## src/rtl/sem_pkg.sv

```systemverilog
// shared constants and types of the sobel edge magnitude block
// no dependencies
package sem_pkg;

    localparam int CFG_W       = 11;
    localparam int PIX_W       = 8;
    localparam int MAX_W_DEF   = 1024;
    localparam int MAX_H_DEF   = 1024;
    localparam int DEF_WIDTH   = 640;
    localparam int DEF_HEIGHT  = 480;
    localparam int GRAD_W      = 12;
    localparam int SUM_W       = 22;
    localparam int SQ_SAT      = 65280;
    localparam int MAG_SAT     = 255;

    // register indexes of the configuration port
    localparam int CFG_IDX_W   = 1;
    localparam logic [CFG_IDX_W-1:0] REG_WIDTH  = 1'd0;
    localparam logic [CFG_IDX_W-1:0] REG_HEIGHT = 1'd1;

    // window order: row-major, top row first
    typedef logic signed [2:0] t_coef;
    localparam t_coef KX [9] = '{-3'sd1, 3'sd0, 3'sd1, -3'sd2, 3'sd0, 3'sd2,
                                 -3'sd1, 3'sd0, 3'sd1};
    localparam t_coef KY [9] = '{-3'sd1, -3'sd2, -3'sd1, 3'sd0, 3'sd0, 3'sd0,
                                 3'sd1, 3'sd2, 3'sd1};

    typedef logic [8:0][PIX_W-1:0] t_win_ch;

    // handshake between the sequencer and a magnitude unit
    typedef struct packed {
        logic start;
    } t_mag_req;

endpackage

```

## src/rtl/sem_mag.sv

```systemverilog
// one-channel sobel gradient and rounded root unit, bit-serial root
// depends on sem_pkg
module sem_mag (
    input  logic              i_clk,
    input  logic              i_rst_n,
    input  sem_pkg::t_mag_req i_req,
    input  sem_pkg::t_win_ch  i_win,
    output logic              o_busy,
    output logic [7:0]        o_mag
);
    import sem_pkg::*;

    localparam logic [1:0] M_IDLE = 2'd0;
    localparam logic [1:0] M_SQ   = 2'd1;
    localparam logic [1:0] M_ROOT = 2'd2;
    localparam logic [1:0] M_RND  = 2'd3;

    logic [1:0]               r_st;
    logic signed [GRAD_W-1:0] r_gx, r_gy;
    logic [SUM_W-1:0]         r_s;
    logic [7:0]               r_n;
    logic [2:0]               r_k;
    logic [7:0]               r_mag;

    logic signed [GRAD_W-1:0] gx_c, gy_c;
    logic signed [23:0]       gx2, gy2;
    logic [23:0]              s_sum;
    logic [7:0]               t;
    logic [15:0]              tt;
    logic [16:0]              nn;
    logic [8:0]               mag9;

    always_comb begin
        gx_c = '0;
        gy_c = '0;
        for (int i = 0; i < 9; i++) begin
            gx_c = gx_c + GRAD_W'(KX[i]) * $signed({4'b0, i_win[i]});
            gy_c = gy_c + GRAD_W'(KY[i]) * $signed({4'b0, i_win[i]});
        end
    end

    assign gx2   = r_gx * r_gx;
    assign gy2   = r_gy * r_gy;
    assign s_sum = $unsigned(gx2) + $unsigned(gy2);
    assign t     = r_n | (8'd1 << r_k);
    assign tt    = t * t;
    assign nn    = 17'(r_n * r_n) + 17'(r_n);
    assign mag9  = (r_s > SUM_W'(SQ_SAT)) ? 9'(MAG_SAT)
                 : ((r_s > SUM_W'(nn)) ? 9'(r_n) + 9'd1 : 9'(r_n));

    always_ff @(posedge i_clk) begin
        if (!i_rst_n) begin
            r_st <= M_IDLE;
        end else begin
            case (r_st)
                M_IDLE: begin
                    if (i_req.start) begin
                        r_gx <= gx_c;
                        r_gy <= gy_c;
                        r_st <= M_SQ;
                    end
                end
                M_SQ: begin
                    r_s  <= s_sum[SUM_W-1:0];
                    r_n  <= '0;
                    r_k  <= 3'd7;
                    r_st <= M_ROOT;
                end
                M_ROOT: begin
                    if ({6'b0, tt} <= r_s) begin
                        r_n <= t;
                    end
                    if (r_k == 3'd0) begin
                        r_st <= M_RND;
                    end else begin
                        r_k <= r_k - 3'd1;
                    end
                end
                M_RND: begin
                    r_mag <= mag9[8] ? 8'(MAG_SAT) : mag9[7:0];
                    r_st  <= M_IDLE;
                end
                default: r_st <= M_IDLE;
            endcase
        end
    end

    assign o_busy = (r_st != M_IDLE);
    assign o_mag  = r_mag;
endmodule

```

## config.mk

```make
export PLATFORM = sky130hd
export DESIGN_NAME = sem_mag
export DESIGN_NICKNAME = d
export VERILOG_FILES = /design/src/rtl/sem_pkg.sv /design/src/rtl/sem_mag.sv
export SDC_FILE = /design/constraint.sdc
export NUM_CORES = 1
export LEC_CHECK = 0
export ABC_AREA = 1
export BUFFER_PORTS_ARGS = -buffer_cell sky130_fd_sc_hd__buf_4
export CAP_MARGIN = 15
export CORE_MARGIN = 2
export CORE_UTILIZATION = 45
export DETAILED_ROUTE_END_ITERATION = 8
export PLACE_DENSITY = 0.7
export SLEW_MARGIN = 5
export SYNTH_ARGS = -nofsm -noshare
export SYNTH_HDL_FRONTEND = slang
export SYNTH_SLANG_ARGS = --single-unit
```

## constraint.sdc

```tcl
create_clock -name i_clk -period 7.7 [get_ports i_clk]
set_input_delay 0.385 -clock i_clk [delete_from_list [all_inputs] [get_ports i_clk]]
set_output_delay 0.385 -clock i_clk [all_outputs]
set_load 0.01 [all_outputs]
```

==> summary.md, run 1 <==
| Metric | Value |
|---|---|
| Status | `complete, no violations` |
| Reg-to-Reg Start | `r_gx[11]` |
| Max-cap viol count | `0` |
| Die area | `45200 um^2` |
| Largest net degree at the start of global routing | `24` |
| Worst setup EP type | `flop` |
| Clk buf depth | `2` |
| Clk_lat worst skew | `350 ps` |
| Final GP Congestion | `0.941` |
| Root buffer cell | `clkbuf_16` |
| Synth-to-layout area growth | `7.89%` |
| I/O pin count | `84` |
| CP cell instances | `nand2_1 -> inv_1 -> fa_1 -> fa_1 -> inv_1 -> fa_1 -> fa_1 -> inv_1 -> fa_1 -> fa_1 -> inv_1 -> fa_1 -> inv_1 -> ha_1 -> nand2_1 -> inv_1 -> nand3_1 -> nor3_1 -> nand4_1 -> nand3_1 -> inv_1 -> nand2_1 -> nand2_1` |
| Hold_sp | `i_rst_n` |
| DR iter-0 viols | `779` |
| Layout Utilization | `0.491` |
| Vias in the first global route | `15400` |
| CTS sink cnt | `65` |
| Setup Crit Path Kind | `reg -> reg` |
| RSZ-0062 raised after global routing | `no` |
| Layout cells sized above 1 | `0.0611` |
| Synth Flop Type | `edfxtp_1` |
| Final TNS setup | `0 ps` |
| EDFF count, synth | `63` |
| Worst setup path start | `r_gx[11]` |
| Min cycle time layout | `6660 ps` |
| Yosys warns | `0` |
| First-pass GRT wire length | `70700 um` |
| Htree depth | `3` |
| Final clock skew | `12.3 ps` |
| Pins Over Slew Limit | `0` |
| CTS tree | `done` |
| # DRC | `0` |
| Ant. Diodes | `0` |
| Slew @ Worst Pin | `758 ps` |
| Average size of a mapped cell | `8.42 um^2` |
| Worst hold path class | `in -> reg` |
| Ranking of synthesized cells by area | `fa_1 (39%), inv_1 (14%), ha_1 (14%)` |
| Avg WL per Cell | `13.7 um` |
| Rows | `76` |
| Synthesized cell area | `19600 um^2` |
| Clock-pin transition on the worst setup and hold timing paths | `60 ps` |
| # nets final | `3062` |
| Core Box Area | `43000 um^2` |
| Final setup violating endpoints | `0` |
| Crit share post-route | `0.866` |
| CP Data Required Time | `7800 ps` |
| Wirelength, routed | `40700 um` |
| Yosys top cell area share | `0.388` |
| #FFs+latches synth | `65` |
| Tot GR Track Use | `0.195` |
| Final Hold Fails | `0` |
| Initial Utilization | `0.455` |
| Register area share after synthesis | `0.0987` |
| Crit path launch type | `flop` |
| Crit path largest cell delay | `800 ps` |
| Unique masters post-synth | `47` |
| TritonRoute pass-1 iters | `8` |
| Vias | `14300` |
| Post-CTS setup buffer count | `0` |
| Die H | `213 um` |
| Syn Nets | `3001` |
| Residual overflow from global routing | `0` |
| PortBufs | `75` |
| Die Wd | `213 um` |
| Syn Inst Count | `2323` |
| Via-to-Cell Ratio | `4.81` |
| Synth async-reset ratio | `0` |
| Worst EP arrival | `6770 ps` |
| CTS Hold Buffers Added | `0` |
| FMAX | `150 MHz` |
| Detailed Place HPWL | `36400 um` |
| Antenna violations before repair | `0` |
| Resize count post-CTS | `0` |
| Max_slew headroom | `0.494` |
| Cts bufs inserted | `9` |
| Hold Slack | `317 ps` |
| Slowest-stage cell, CP | `fa_1` |
| Cell taking the most area after synthesis | `fa_1` |
| Critical path fanouts, max | `13` |
| Antenna Violating Nets Remaining | `0` |
path summary, 6_finish.rpt:
check                           endpoint  slack, ps  depth (start not counted)
worst max register to register   r_s[21]       1040                         23
worst min-delay path             r_st[1]        320                          3
worst min register to register   r_st[1]        550                          2
worst max-delay path             r_s[21]       1040                         23
per-layer routing:
layer  track usage  up-vias  part of all wire
met1         0.229     7086              0.40
met5             0        -                 0
met3        0.0205       56             0.032
met4        0.0395        0             0.020
li1              -     6901                 -
met2         0.380      256              0.55
layout make-up:
cell class / count / area, um^2
multi-input combinational: 1462 / 14600
fill: 4081 / 21900
sequential: 65 / 1930
tap: 585 / 732
inverter: 758 / 2850
clock inverter: 7 / 75.1
timing repair buffer: 88 / 661
clock buffer: 9 / 225
worst max-delay path, delay by kind of cell (launching register included):
kind	cells	cell delay [ps]
fa+ha+maj	8	4340
simple gates	8	810
flops	1	620
buf+inv	7	620
flip-flops by register name, indices dropped and copies added (netlist names):
signal / count
o_mag: 8
r_k: 3
r_n: 8
r_gx: 12
r_s: 21
r_st: 2
r_gy: 11
metrics by stage:
stage | area [um^2] | setup slack [ps] | cells
global route | 21100 | 568 | 2974
detailed placement | 20800 | 1030 | 2958
global placement | 20800 | 1050 | 2958
finish | 21100 | 1040 | 2974
floorplan | 19600 | 1520 | 2323
CTS | 21100 | 998 | 2974
cell usage after synthesis, types with 5 or more instances:
library cell	instances
inv_1	752
nand2_1	423
fa_1	379
ha_1	224
a21oi_1	81
nor2_1	71
edfxtp_1	63
xor2_1	63
nand3_1	61
o21ai_0	32
clkbuf_1	29
xnor2_1	28
nor3_1	20
or2_2	12
nand4_1	11
buf_2	8
inv_2	5
nor4_1	5
placed cells by master (no fill, tap or decap), types with 3 or more instances in the layout:
cell type	synthesis	routed
a31oi_1	3	3
nand2_2	4	4
a21oi_1	81	81
xor2_1	63	63
nand4_1	11	11
ha_1	224	224
nor2_2	4	4
nand3_2	4	4
o2111ai_1	3	3
inv_6	0	3
o21bai_1	3	3
nor4_1	5	5
a21o_1	3	3
nand3b_1	4	4
nor2_4	3	3
nor3_1	20	19
nand3_1	61	61
xnor2_1	28	28
nand2_1	423	423
inv_2	5	5
fa_1	379	379
clkbuf_16	0	9
or2_2	12	12
buf_4	0	88
edfxtp_1	63	63
nor2_1	71	71
inv_1	752	752
o21ai_0	32	32
cell families after synthesis:
family / Yosys count / synth area share
AOI/OAI and AO/OA: 139 / 0.0395
xor gates and xnor gates: 91 / 0.0407
adders and majority gates: 603 / 0.531
buffers and inverters: 796 / 0.153
DFF: 65 / 0.0987
muxes: 1 / 0.000511
and+or+nand+nor: 628 / 0.136
Power of run 1 is not shown: default switching activity piles up to over one toggle a cycle in this logic, so the estimate is an artifact.
==> run 2, diff against run 1 <==
Settings changed: CORE_UTILIZATION 45 to 50, PLACE_DENSITY 0.7 to 0.76.
==> summary.md, run 2 (synthesized netlist as in run 1, its figures left out) <==
| Metric | Value |
|---|---|
| Status | `complete, no violations` |
| Antenna violations before repair | `0` |
| Antenna Violating Nets Remaining | `0` |
| Post-place setup slack | `940 ps` |
| Final setup violating endpoints | `0` |
| Largest net degree at the start of global routing | `24` |
| Crit path launch type | `flop` |
| Residual overflow from global routing | `0` |
| Crit path largest cell delay | `850 ps` |
| Design area | `21000 um^2` |
| Layout cells sized above 1 | `0.0591` |
| Synth-to-layout area growth | `7.27%` |
| Initial Utilization | `0.506` |
| Detailed Place HPWL | `35900 um` |
| Worst hold path class | `in -> reg` |
| Resize count post-CTS | `0` |
| # DRC | `0` |
| First-pass GRT wire length | `70400 um` |
| CP cell instances | `inv_1 -> or2_2 -> fa_1 -> inv_1 -> fa_1 -> inv_1 -> fa_1 -> fa_1 -> inv_1 -> fa_1 -> inv_1 -> fa_1 -> inv_1 -> fa_1 -> ha_1 -> nand2_1 -> o21ai_0 -> inv_1 -> nand2_1 -> nand2_1 -> nand2_1 -> a21oi_1 -> xnor2_1` |
| Worst R2R Setup Slack | `920 ps` |
| Clk_lat worst skew | `360 ps` |
| CTS tree | `done` |
| Max-cap viol count | `0` |
| Worst setup EP type | `flop` |
| CTS Hold Buffers Added | `0` |
| TritonRoute pass-1 iters | `5` |
| Clock-pin transition on the worst setup and hold timing paths | `60 ps` |
| Core Box Area | `38600 um^2` |
| Rows | `72` |
| Root buffer cell | `clkbuf_16` |
| Htree depth | `3` |
| Delay-heaviest family, CP | `adder cells` |
| Die H | `202 um` |
| Setup Crit Path Kind | `reg -> reg` |
| Die area | `40700 um^2` |
| Final GP Congestion | `0.982` |
| Slew @ Worst Pin | `804 ps` |
| Crit share post-route | `0.880` |
| Post-CTS setup buffer count | `0` |
| Slowest-stage cell, CP | `edfxtp_1` |
| Biggest register | `r_s` |
| Avg WL per Cell | `13.9 um` |
| CP Data Required Time | `7800 ps` |
| Via-to-Cell Ratio | `4.91` |
| Die Wd | `202 um` |
| Final TNS setup | `0 ps` |
| Tot GR Track Use | `0.212` |
| Biggest regs | `r_s (21), r_gx (12), r_gy (11)` |
| Ant. Diodes | `0` |
| PortBufs | `75` |
| Critical path fanouts, max | `17` |
| Pins Over Slew Limit | `0` |
| Wirelength, routed | `40400 um` |
| Min cycle time layout | `6780 ps` |
| Worst EP arrival | `6880 ps` |
| Final clock skew | `13.9 ps` |
| DR iter-0 viols | `698` |
| Most common cell after layout, fill and taps aside | `inv_1` |
| I/O pin count | `84` |
| Vias | `14200` |
| # nets final | `3057` |
| FILL cells | `3427` |
| WP buf/inv | `7` |
| Final worst slack | `922 ps` |
| CTS sink cnt | `65` |
| FMAX | `148 MHz` |
| Vias in the first global route | `15800` |
| Final Hold Fails | `0` |
| Max reg flops | `21` |
| Most frequent cells in the layout | `inv_1 (752), nand2_1 (423), fa_1 (379), ha_1 (224), buf_4 (83)` |
| Cts bufs inserted | `9` |
| Max_slew headroom | `0.463` |
| RSZ-0062 raised after global routing | `no` |
| Clk buf depth | `2` |
| Dpl cell area | `20700 um^2` |
## run 2: tightest hold or removal path, stage by stage
cell and delay (ps):
buf_4 120, o21ai_0 60, a21oi_1 40
## run 2: layout make-up
| type | count | area [um^2] | share of cell area |
|---|---|---|---|
| Tap cell | 518 | 648 | 0.0309 |
| Clock inverter | 7 | 75.1 | 0.00358 |
| Timing Repair Buffer | 83 | 623 | 0.0297 |
| Multi-Input combinational cell | 1462 | 14600 | 0.698 |
| Inverter | 758 | 2850 | 0.136 |
| Clock buffer | 9 | 225 | 0.0107 |
| Sequential cell | 65 | 1930 | 0.0920 |
## run 2: worst paths after layout
kind | to | from | cells past startpoint
worst min-delay path | r_st[1] | i_rst_n | 3
worst min register to register | r_st[1] | r_st[1] | 2
worst max-delay path | r_s[14] | r_gx[11] | 23
worst max register to register | r_s[14] | r_gx[11] | 23
## run 2: stage by stage
step / hold slack [ps] / std cells / util
6_report: 301 / 2902 / 0.543
5_1_grt: 306 / 2902 / 0.543
4_1_cts: 296 / 2902 / 0.543
3_5_place_dp: 533 / 2886 / 0.535
3_3_place_gp: 506 / 2886 / 0.535
2_1_floorplan: 424 / 2323 / -
## run 2: routing by layer
layer  wire length, um  up-vias  global-route usage
met5                 0        -                   0
met2             21600      279               0.407
met3              1830       83              0.0340
met4              1450        0              0.0688
li1                  -     6899                   -
met1             15500     6982               0.239
Power of run 2 is left out for the same reason.
